File: src/rtl/necir_pkg.sv
`timescale 1ns / 1ps
// ----------------------------------------------------------------------------
// NEC IR transmitter package
// Shared types, register indexes and reset values for the NEC IR frame
// transmitter.
// ----------------------------------------------------------------------------
package necir_pkg;

  // Width of the phase tick counter and of the duration registers.
  localparam int CntW = 16;

  // Configuration register indexes.
  typedef enum logic [2:0] {
    REG_LEAD_MARK  = 3'd0,
    REG_LEAD_SPACE = 3'd1,
    REG_BIT_MARK   = 3'd2,
    REG_ONE_SPACE  = 3'd3,
    REG_ZERO_SPACE = 3'd4,
    REG_ADDR_FIRST = 3'd5,
    REG_ADDR_SECOND = 3'd6
  } reg_index_t;

  // Register reset values.
  localparam logic [CntW-1:0] RstLeadMark  = CntW'(223);
  localparam logic [CntW-1:0] RstLeadSpace = CntW'(117);
  localparam logic [CntW-1:0] RstBitMark   = CntW'(10);
  localparam logic [CntW-1:0] RstOneSpace  = CntW'(41);
  localparam logic [CntW-1:0] RstZeroSpace = CntW'(15);
  localparam logic [7:0]      RstAddrFirst = 8'd3;
  localparam logic [7:0]      RstAddrSecond = 8'd252;

  // Kind of an item after classification by the front end.
  typedef enum logic {
    KIND_TICK  = 1'b0,
    KIND_START = 1'b1
  } item_kind_t;

  // One queued item.
  typedef struct packed {
    item_kind_t kind;
    logic [7:0] data_byte;
  } queue_item_t;

  // Configuration as seen by the engine.
  typedef struct packed {
    logic [CntW-1:0] leader_mark_ticks;
    logic [CntW-1:0] leader_space_ticks;
    logic [CntW-1:0] bit_mark_ticks;
    logic [CntW-1:0] one_space_ticks;
    logic [CntW-1:0] zero_space_ticks;
    logic [7:0]      address_first_byte;
    logic [7:0]      address_second_byte;
  } cfg_t;

  // A duration of zero behaves like one tick.
  function automatic logic [CntW-1:0] eff_duration(input logic [CntW-1:0] r);
    logic [CntW-1:0] d;
    d = (r == '0) ? CntW'(1) : r;
    return d;
  endfunction

endpackage

File: src/rtl/necir_front.sv
`timescale 1ns / 1ps
// ----------------------------------------------------------------------------
// NEC IR front end
// Accepts stream items, classifies them as ticks or start commands and
// places them in a two-entry queue toward the frame engine.
// ----------------------------------------------------------------------------
module necir_front
  import necir_pkg::*;
(
  input  logic        clk,
  input  logic        rst,
  input  logic        s_tvalid,
  output logic        s_tready,
  input  logic [7:0]  s_tdata,   // [7:0] data_byte
  input  logic [0:0]  s_tuser,   // [0] cmd
  output logic        q_valid,
  input  logic        q_ready,
  output queue_item_t q_item
);

  queue_item_t entries [2];
  logic        wr_ptr;
  logic        rd_ptr;
  logic [1:0]  count;
  logic        push;
  logic        pop;
  queue_item_t in_item;

  // Classify the incoming item.
  always_comb begin
    in_item.kind      = s_tuser[0] ? KIND_START : KIND_TICK;
    in_item.data_byte = s_tdata;
  end

  assign s_tready = (count != 2'd2);
  assign q_valid  = (count != 2'd0);
  assign push     = s_tvalid && s_tready;
  assign pop      = q_valid && q_ready;
  assign q_item   = entries[rd_ptr];

  // Queue storage.
  always_ff @(posedge clk) begin
    if (push) begin
      entries[wr_ptr] <= in_item;
    end
  end

  // Queue pointers and fill count.
  always_ff @(posedge clk) begin
    if (rst) begin
      wr_ptr <= 1'b0;
      rd_ptr <= 1'b0;
      count  <= 2'd0;
    end else begin
      if (push) begin
        wr_ptr <= ~wr_ptr;
      end
      if (pop) begin
        rd_ptr <= ~rd_ptr;
      end
      count <= count + {1'b0, push} - {1'b0, pop};
    end
  end

endmodule

File: src/rtl/necir_engine.sv
`timescale 1ns / 1ps
// ----------------------------------------------------------------------------
// NEC IR frame engine
// Steps the frame sequencer once per queued item and holds the result item
// in an output register.
// ----------------------------------------------------------------------------
module necir_engine
  import necir_pkg::*;
(
  input  logic        clk,
  input  logic        rst,
  input  cfg_t        cfg,
  input  logic        q_valid,
  output logic        q_ready,
  input  queue_item_t q_item,
  output logic        m_tvalid,
  input  logic        m_tready,
  output logic [7:0]  m_tdata,   // [0] ir_level, [1] busy_res
  output logic        m_tlast    // frame_done
);

  typedef enum logic [2:0] {
    PH_IDLE       = 3'd0,
    PH_LEAD_MARK  = 3'd1,
    PH_LEAD_SPACE = 3'd2,
    PH_BIT_MARK   = 3'd3,
    PH_BIT_SPACE  = 3'd4,
    PH_TRAIL      = 3'd5
  } phase_t;

  phase_t          phase, phase_next;
  logic [CntW-1:0] tick_count, tick_count_next;
  logic [4:0]      bit_index, bit_index_next;
  logic [31:0]     frame_shift, frame_shift_next;
  logic            carrier_level, carrier_level_next;
  logic            done_next;
  logic            take;
  logic            in_mark;
  logic [CntW-1:0] dur;
  logic [CntW-1:0] cnt_inc;
  logic            res_level, res_busy, res_done;

  assign q_ready = !m_tvalid || m_tready;
  assign take    = q_valid && q_ready;
  assign cnt_inc = tick_count + CntW'(1);
  assign in_mark = (phase == PH_LEAD_MARK) || (phase == PH_BIT_MARK) || (phase == PH_TRAIL);
  assign m_tdata = {6'd0, res_busy, res_level};
  assign m_tlast = res_done;

  // Duration of the current phase.
  always_comb begin
    case (phase)
      PH_LEAD_MARK:  dur = eff_duration(cfg.leader_mark_ticks);
      PH_LEAD_SPACE: dur = eff_duration(cfg.leader_space_ticks);
      PH_BIT_MARK:   dur = eff_duration(cfg.bit_mark_ticks);
      PH_BIT_SPACE:  dur = frame_shift[0] ? eff_duration(cfg.one_space_ticks)
                                          : eff_duration(cfg.zero_space_ticks);
      PH_TRAIL:      dur = eff_duration(cfg.bit_mark_ticks);
      default:       dur = '0;
    endcase
  end

  // Next sequencer state for the item at the head of the queue.
  always_comb begin
    phase_next         = phase;
    tick_count_next    = tick_count;
    bit_index_next     = bit_index;
    frame_shift_next   = frame_shift;
    carrier_level_next = carrier_level;
    done_next          = 1'b0;
    if (q_item.kind == KIND_START) begin
      // A start while a frame runs is dropped.
      if (phase == PH_IDLE) begin
        frame_shift_next   = {~q_item.data_byte, q_item.data_byte,
                              cfg.address_second_byte, cfg.address_first_byte};
        phase_next         = PH_LEAD_MARK;
        tick_count_next    = '0;
        bit_index_next     = 5'd0;
        carrier_level_next = 1'b0;
      end
    end else begin
      carrier_level_next = in_mark ? ~carrier_level : 1'b0;
      case (phase)
        PH_LEAD_MARK, PH_LEAD_SPACE, PH_BIT_MARK, PH_BIT_SPACE, PH_TRAIL: begin
          tick_count_next = cnt_inc;
          if (cnt_inc >= dur) begin
            tick_count_next = '0;
            case (phase)
              PH_LEAD_MARK:  phase_next = PH_LEAD_SPACE;
              PH_LEAD_SPACE: phase_next = PH_BIT_MARK;
              PH_BIT_MARK:   phase_next = PH_BIT_SPACE;
              PH_BIT_SPACE: begin
                frame_shift_next = {1'b0, frame_shift[31:1]};
                if (bit_index == 5'd31) begin
                  bit_index_next = 5'd0;
                  phase_next     = PH_TRAIL;
                end else begin
                  bit_index_next = bit_index + 5'd1;
                  phase_next     = PH_BIT_MARK;
                end
              end
              default: begin
                phase_next = PH_IDLE;
                done_next  = 1'b1;
              end
            endcase
          end
        end
        default: begin
          phase_next      = PH_IDLE;
          tick_count_next = '0;
        end
      endcase
    end
  end

  // Sequencer state and output register.
  always_ff @(posedge clk) begin
    if (rst) begin
      phase         <= PH_IDLE;
      tick_count    <= '0;
      bit_index     <= 5'd0;
      frame_shift   <= '0;
      carrier_level <= 1'b0;
      m_tvalid      <= 1'b0;
    end else begin
      if (take) begin
        phase         <= phase_next;
        tick_count    <= tick_count_next;
        bit_index     <= bit_index_next;
        frame_shift   <= frame_shift_next;
        carrier_level <= carrier_level_next;
        res_level     <= carrier_level_next;
        res_busy      <= (phase_next != PH_IDLE);
        res_done      <= done_next;
        m_tvalid      <= 1'b1;
      end else if (m_tready) begin
        m_tvalid      <= 1'b0;
      end
    end
  end

  // The bit counter only moves while data bits are on the air.
  a_bit_index_quiet: assert property (@(posedge clk) disable iff (rst)
    (phase == PH_IDLE || phase == PH_LEAD_MARK || phase == PH_LEAD_SPACE ||
     phase == PH_TRAIL) |-> (bit_index == 5'd0))
    else $error("bit index moved outside the data bits");

  // The tick counter rests at zero while idle.
  a_idle_count: assert property (@(posedge clk) disable iff (rst)
    (phase == PH_IDLE) |-> (tick_count == '0))
    else $error("tick counter nonzero while idle");

  // A result that ends a frame never reports busy.
  a_done_not_busy: assert property (@(posedge clk) disable iff (rst)
    (m_tvalid && res_done) |-> !res_busy)
    else $error("frame done reported while busy");

  // Finishing a frame leaves the sequencer idle.
  a_done_to_idle: assert property (@(posedge clk) disable iff (rst)
    (take && done_next) |=> (phase == PH_IDLE))
    else $error("sequencer not idle after frame end");

endmodule

File: src/rtl/nec_ir_frame_transmitter_unit.sv
`timescale 1ns / 1ps
// A result item is held first in a front-queue entry, then in the engine's
// output register. Throughput: one item per cycle unless m_tready stalls;
// the engine retires one queued item every cycle while its output can move.
// Reset (rst, synchronous): sequencer idle, queue and output empty, emitter low,
// configuration registers return to their default NEC timing and address.
// ----------------------------------------------------------------------------
// NEC IR frame transmitter
// Top level: configuration registers, front-end queue and frame engine.
// ----------------------------------------------------------------------------
module nec_ir_frame_transmitter_unit
  import necir_pkg::*;
(
  input  logic        clk,
  input  logic        rst,
  input  logic        s_tvalid,
  output logic        s_tready,
  input  logic [7:0]  s_tdata,    // [7:0] data_byte
  input  logic [0:0]  s_tuser,    // [0] cmd
  output logic        m_tvalid,
  input  logic        m_tready,
  output logic [7:0]  m_tdata,    // [0] ir_level, [1] busy_res
  output logic        m_tlast,    // frame_done
  input  logic        cfg_valid,
  output logic        cfg_ready,
  input  logic [2:0]  cfg_index,
  input  logic [15:0] cfg_data
);

  cfg_t        cfg;
  logic        q_valid;
  logic        q_ready;
  queue_item_t q_item;
  logic        cfg_wr;

  assign cfg_ready = 1'b1;
  assign cfg_wr    = cfg_valid && cfg_ready;

  // Configuration register file; unknown indexes are ignored.
  always_ff @(posedge clk) begin
    if (rst) begin
      cfg.leader_mark_ticks   <= RstLeadMark;
      cfg.leader_space_ticks  <= RstLeadSpace;
      cfg.bit_mark_ticks      <= RstBitMark;
      cfg.one_space_ticks     <= RstOneSpace;
      cfg.zero_space_ticks    <= RstZeroSpace;
      cfg.address_first_byte  <= RstAddrFirst;
      cfg.address_second_byte <= RstAddrSecond;
    end else if (cfg_wr) begin
      case (cfg_index)
        REG_LEAD_MARK:   cfg.leader_mark_ticks   <= cfg_data;
        REG_LEAD_SPACE:  cfg.leader_space_ticks  <= cfg_data;
        REG_BIT_MARK:    cfg.bit_mark_ticks      <= cfg_data;
        REG_ONE_SPACE:   cfg.one_space_ticks     <= cfg_data;
        REG_ZERO_SPACE:  cfg.zero_space_ticks    <= cfg_data;
        REG_ADDR_FIRST:  cfg.address_first_byte  <= cfg_data[7:0];
        REG_ADDR_SECOND: cfg.address_second_byte <= cfg_data[7:0];
        default: ;
      endcase
    end
  end

  // Front end: accept and classify items.
  necir_front u_front (
    .clk      (clk),
    .rst      (rst),
    .s_tvalid (s_tvalid),
    .s_tready (s_tready),
    .s_tdata  (s_tdata),
    .s_tuser  (s_tuser),
    .q_valid  (q_valid),
    .q_ready  (q_ready),
    .q_item   (q_item)
  );

  // Back end: frame sequencer and result register.
  necir_engine u_engine (
    .clk      (clk),
    .rst      (rst),
    .cfg      (cfg),
    .q_valid  (q_valid),
    .q_ready  (q_ready),
    .q_item   (q_item),
    .m_tvalid (m_tvalid),
    .m_tready (m_tready),
    .m_tdata  (m_tdata),
    .m_tlast  (m_tlast)
  );

endmodule

File: config.mk
export PLATFORM = sky130hd
export DESIGN_NAME = nec_ir_frame_transmitter_unit
export DESIGN_NICKNAME = d
export VERILOG_FILES = /design/src/rtl/necir_pkg.sv /design/src/rtl/necir_front.sv /design/src/rtl/necir_engine.sv /design/src/rtl/nec_ir_frame_transmitter_unit.sv
export SDC_FILE = /design/constraint.sdc
export NUM_CORES = 1
export LEC_CHECK = 0
export BUFFER_PORTS_ARGS = -buffer_cell sky130_fd_sc_hd__buf_2
export CORE_MARGIN = 8
export CORE_UTILIZATION = 61
export DETAILED_ROUTE_END_ITERATION = 8
export GPL_TIMING_DRIVEN = 0
export HOLD_SLACK_MARGIN = 0.1
export PLACE_DENSITY = 0.76
export SLEW_MARGIN = 20
export SYNTH_ARGS = -nofsm -noshare
export SYNTH_HDL_FRONTEND = slang
export SYNTH_HIERARCHICAL = 1
export SYNTH_SLANG_ARGS = --single-unit
File: constraint.sdc
create_clock -name clk -period 5 [get_ports clk]
set_input_delay 1 -clock clk [delete_from_list [all_inputs] [get_ports clk]]
set_output_delay 1 -clock clk [all_outputs]
set_load 0.02 [all_outputs]
== Yosys cells after proc, flatten, opt, wreduce, memory -nomap -nowiden ==
Memory sizes are Yosys's and may differ from the RTL's. A register that Yosys moved wholly into a read port is not among the register bits.
Cells that the tools add are included.
Widths: inputs -> output; s select.
Word-level totals
  bits in registers: 161
  memory bits (writable): 18
  bits of input ports: 33
  output and inout bits: 12
  logic and storage cells: 118
  memories kept: 1
Cells by class
  add/subtract/negate cells: 4
  magnitude comparators: 1
  equal/unequal tests: 14
  multiplexer cells: 39
  bitwise gates (word level): 7
  reductions and logical operators: 33
Memories
  u_front.entries: words 2, bits a word 9, read ports 1, clocked after memory_dff 1, wr ports 1, RTL line necir_front.sv:21  | queue_item_t entries [2];
Operator list (count)
  $mux 16: 10
  $mux 32: 5
  $logic_not 16->1: 5
  $pmux 16 s4: 1
  $mux 5: 6
  $reduce_and 2->1: 9
  $add 16x1->16 const B: 1
  $ge 16x16->1: 1
  $eq 3x3->1 const B: 5
  $mux 3: 5
  $eq 3x2->1 const B: 4
  $pmux 3 s4: 1
  $mux 1: 11
  $reduce_bool 2->1: 5
  $not 8->8: 1
  $eq 3x1->1 const B: 2
  $logic_not 3->1: 2
  $not 1->1: 6
  $add 5x1->5 const B: 1
  $eq 5x5->1 const B: 1
  $reduce_and 5->1: 1
  $reduce_or 5->1: 1
  $reduce_or 4->1: 1
  $logic_or 1x1->1: 3
  other kinds (9): 10

== Longest topological paths before layout ==
  word-level depth: 9
  mapped depth: 17
  mapped depth without buffers: 13

== Modules after synthesis ==
The synthesis kept the hierarchy.
By module, submodules not included
  necir_engine: times used 1, cells an instance 512, area each 4134.0 µm², sequential area each 1251.2 µm²
  nec_ir_frame_transmitter_unit: times used 1, cells an instance 347, area each 3768.6 µm², sequential area each 1921.8 µm²
  necir_front: times used 1, cells an instance 52, area each 884.6 µm², sequential area each 640.6 µm²

== Worst setup path after synthesis ==
OpenSTA, ideal clock, no wires.
  kind: register to register
  start: register u_engine.phase[1]
  end: register u_engine.frame_shift[18]
  library setup time: 0.128 ns
  arrival: 3.670 ns
  data required time: 4.872 ns
  setup slack: 1.202 ns
  stages on the path, launching flop included: 16
  path buffers: 3
  period minus slack after synthesis: 3.798 ns
  path through: dfxtp_1 > clkbuf_1 > clkbuf_1 > mux2i_1 > nor2_1 > a21oi_1 > nor2_1 > a221oi_1 > ha_1 > nand4_2 > or4_4 > o32ai_1 > o31ai_2 > buf_6 > a222oi_1 > nor2_1
Between the ends
  cells in the longest elaborated chain, start to end: 6
  elaborated cells on any way between the ends: 15
  those cells by class: order compare (1); eq/ne (6); mux (1); reduce/logical (7)
RTL lines
  start: declaration: RTL line necir_engine.sv:31  | phase_t phase, phase_next;
  start signal: assignment: RTL line necir_engine.sv:128  | phase <= phase_next;
  $eq 3x3->1 or $eq 3x2->1 (tied branches): RTL line necir_engine.sv:52, necir_engine.sv:83
  $reduce_or 2->1 (no line)
  $pmux 16 s4: RTL line necir_engine.sv:52  | case (phase)
  $ge 16x16->1: RTL line necir_engine.sv:86  | if (cnt_inc >= dur) begin
  $reduce_bool 2->1 (no line)
  $reduce_and 5->1 (no line) (*)
  end signal: assignment: RTL line necir_engine.sv:131  | frame_shift <= frame_shift_next;
  end: declaration: RTL line necir_engine.sv:34  | logic [31:0] frame_shift, frame_shift_next;
Every way passes the cells marked *; elsewhere a longest branch is shown, timed or not.
A chain may end at the register's enable or synchronous reset.

== Final worst setup path ==
  start: register u_engine.phase[1]
  end: register u_engine.frame_shift[28]
Same word-level chain as after synthesis.

==> flow_metrics.env <==
export IMPL_synth_seq_cells=180
export IMPL_fmax_mhz=212
export IMPL_p_per_area_mw_per_mm2=410
export IMPL_grt_pass1_wl_um=35300
export IMPL_wl_um=22200
export IMPL_initial_utilization=0.614
export IMPL_hp_start="u_engine/frame_shift[31]"
export IMPL_core_mm2=0.0143
export IMPL_max_slew_worst_pin_slew_ns=0.917
export IMPL_clk_pin_slew_ns=0.07
export IMPL_min_to="u_engine/frame_shift[31]"
export IMPL_regToRegStartpoint="u_engine/phase[1]"
export IMPL_leakagePower_uw=0.00410
export IMPL_via_count=7114
export IMPL_postCtsSetupBuffers=0
export IMPL_grt_max_degree=18
export IMPL_critPathMaxStageDelay_ns=0.63
export IMPL_area_delta_synth_final_pct=11.8
export IMPL_end_kind="flip-flop"
export IMPL_drtIter0Drc=843
export IMPL_synth_simple_area_share=0.201
export IMPL_regToRegEndpoint="u_engine/frame_shift[28]"
export IMPL_ant_nets=0
export IMPL_synth_top_family_by_area="simple AND/OR/NAND/NOR gates"
export IMPL_post_dp_hpwl_um=16400
export IMPL_die_area_mm2=0.0185
export IMPL_cts_root_buf="clkbuf_16"
export IMPL_yosys_area_share_xor_xnor=0.0130
export IMPL_grt_pass1_vias=6673
export IMPL_drt_pre_antenna_iters=9
export IMPL_ys_warn_count=6
export IMPL_maxCapViolations=0
export IMPL_worstSkewPairLatency_ns=0.43
export IMPL_async_flop_share=0
export IMPL_rsz0062_at_grt="true"
export IMPL_route_detailed_drc=1
export IMPL_finalSetupTns_ns=0
export IMPL_holdPathStages=2
export IMPL_io_buffers=37
export IMPL_synth_compound_area_share=0.133
export IMPL_drive_above_1_share=0.119
export IMPL_cp_max_fo=10
export IMPL_syn_inst=911
export IMPL_cp_arrival_ns=5.02
export IMPL_worst_path_buf_inv=3
export IMPL_r2r_cells=15
export IMPL_synthMuxAreaShare=0.142
export IMPL_synthAdderAreaFrac=0.0299
export IMPL_cp_slowest_cell="clkbuf_1"
export IMPL_nets=1026
export IMPL_numClockSinks=180
export IMPL_violations="design-rule violations"
export IMPL_status="finished with violations"
export IMPL_multi_input_area_mm2=0.00459
export IMPL_cts_resized=0
export IMPL_required_ns=5.30
export IMPL_post_drt_wl_per_cell_um=19.0
export IMPL_yosysSeqAreaShare=0.434
export IMPL_synth_cell_types=66
export IMPL_preCtsSetupSlack_ns=0.413
export IMPL_ff_latch_area_mm2=0.00381
export IMPL_syn_area_per_cell_um2=9.65
export IMPL_grt_overflow=0
export IMPL_layout_common_cells="dfxtp_1 (159), nor2_1 (136), mux2i_1 (111)"
export IMPL_syn_area_mm2=0.00879
export IMPL_relSlewSlack=0.380
export IMPL_track_usage=0.242
export IMPL_crit_top_cell="nor2_1"
export IMPL_crit_chain="clkbuf_1 -> clkbuf_1 -> mux2i_1 -> nor2_1 -> a21oi_1 -> nor2_1 -> a221oi_1 -> ha_1 -> nand4_2 -> or4_4 -> o32ai_1 -> o31ai_4 -> buf_2 -> a221oi_1 -> nor2_1"
export IMPL_worstSetupPathType="flip-flop to flip-flop"
export IMPL_slew_violations=0
export IMPL_row_count=44
export IMPL_n_fill_cell=1190
export IMPL_vdd_drop_max_mv=0.275
export IMPL_place_gp_congestion=0.907
export IMPL_min_delay_path_class="flip-flop to flip-flop"
export IMPL_cts_path_max_buffers=2
export IMPL_holdBufCountCts=0
export IMPL_crit_family="compound AO/OA/AOI/OAI gates"
export IMPL_antenna_found_initial=0
export IMPL_h_tree_depth=4
export IMPL_vias_per_cell=6.09
export IMPL_num_io_pins=45
export IMPL_final_common_cell="dfxtp_1"
export IMPL_cts_made_buffers=17
export IMPL_finalHoldViolations=0
export IMPL_synth_edf_count=21
export IMPL_die_y_um=136
export IMPL_start_kind="flip-flop"
export IMPL_rrSetupSlack_ns=0.28
export IMPL_fin_crit_ns=4.72
export IMPL_antennaDiodeCount=0
export IMPL_finalClockSkew_ns=0.0133
export IMPL_fin_crit_sh=0.944
export IMPL_setup_violations=0
export IMPL_die_w_um=136
export IMPL_synth_flop_cell="dfxtp_1"
export IMPL_setup_slack_ns=0.280
export IMPL_cts_tree="done"
-- stage by stage --
stage	utilization	total power [uW]	std cells	hold slack (ns)	area, um2
after floorplan	-	2410	916	0.430	8810
after global placement	0.644	2660	1137	0.448	9220
after detailed placement	0.644	2680	1137	0.457	9220
after CTS	0.686	4020	1169	0.469	9820
after global routing	0.686	4190	1169	0.495	9820
final	0.686	4030	1169	0.464	9820
-- layer usage --
layer	track usage	part of all wire	wire, um
met2	0.396	0.47	10500
met5	0	0	0
met4	0.0714	0.013	291
met3	0.0399	0.064	1410
met1	0.322	0.45	10100
-- worst register-to-register path, cell delays in order, from the launching register on --
cell	delay, ns
dfxtp_1	0.33
clkbuf_1	0.41
clkbuf_1	0.63
mux2i_1	0.27
nor2_1	0.05
a21oi_1	0.14
nor2_1	0.06
a221oi_1	0.32
ha_1	0.23
nand4_2	0.17
or4_4	0.58
o32ai_1	0.50
o31ai_4	0.22
buf_2	0.29
a221oi_1	0.33
nor2_1	0.07
-- cell usage after synthesis (6+ instances only) --
cell | instances | area [um2]
a21oi_1 | 38 | 190
a221oi_1 | 22 | 193
a222oi_1 | 23 | 230
a22o_1 | 13 | 114
a22oi_1 | 16 | 120
buf_2 | 16 | 80.1
buf_4 | 10 | 75.1
buf_6 | 6 | 67.6
clkbuf_1 | 35 | 131
dfxtp_1 | 159 | 3180
edfxtp_1 | 21 | 631
ha_1 | 21 | 263
inv_1 | 7 | 26.3
mux2_1 | 9 | 101
mux2i_1 | 111 | 1110
nand2_1 | 35 | 131
nand2b_1 | 87 | 544
nand3_1 | 7 | 35.0
nor2_1 | 136 | 510
nor2b_1 | 12 | 75.1
nor3_1 | 8 | 40.0
nor4_1 | 18 | 113
o21ai_0 | 13 | 65.1
xnor2_1 | 10 | 87.6
-- layout make-up --
class                      count  area share
tap                          184      0.0234
clock buffer                  19      0.0451
clock inverter                13      0.0154
multi-input combinational    659       0.468
buffer                        70      0.0388
inverter                       7     0.00267
timing repair buffer          37      0.0188
sequential                   180       0.388
-- logic make-up (layout without fill, tap and decap cells) --
group / count (synthesis) / count (layout)
DFF: 180 / 180
xor gates and xnor gates: 13 / 13
AOI/OAI and AO/OA: 152 / 152
adders and majority gates: 21 / 21
other: 2 / 7
and+or+nand+nor: 343 / 343
buffers and inverters: 77 / 146
muxes: 123 / 123
-- power breakdown --
group | total [uW] | internal [uW] | leakage, uW | switching [uW]
registers | 1620 | 1570 | 0.00148 | 55.5
clock network | 1340 | 759 | 0.000296 | 582
logic | 1060 | 397 | 0.00232 | 665
total | 4030 | 2730 | 0.00410 | 1300
-- worst max-delay path by stage --
stage | start | cells after the start | slack [ns] | to
floorplan | u_engine/phase[1] | 15 | 1.20 | u_engine/frame_shift[18]
global placement | u_engine/phase[1] | 14 | 0.46 | u_engine/bit_index[3]
detailed placement | u_engine/phase[1] | 14 | 0.41 | u_engine/bit_index[3]
CTS | u_engine/phase[1] | 14 | 0.40 | u_engine/bit_index[3]
global route | u_engine/phase[1] | 15 | -0.009 | u_engine/frame_shift[28]
finish | u_engine/phase[1] | 15 | 0.28 | u_engine/frame_shift[28]
-- sequential cells by signal, indices dropped and copies added (netlist names), named ones only --
register	flops
u_engine/frame_shift	32
u_engine/carrier_level	1
u_front/wr_ptr	1
u_engine/tick_count	16
u_engine/m_tvalid	1
u_engine/phase	3
cfg	96
u_engine/res_busy	1
u_front/count	2
u_front/entries	18
u_engine/m_tlast	1
u_engine/res_level	1
u_engine/bit_index	5
u_front/rd_ptr	1
Note: power is estimated with default switching activity, not from simulation.
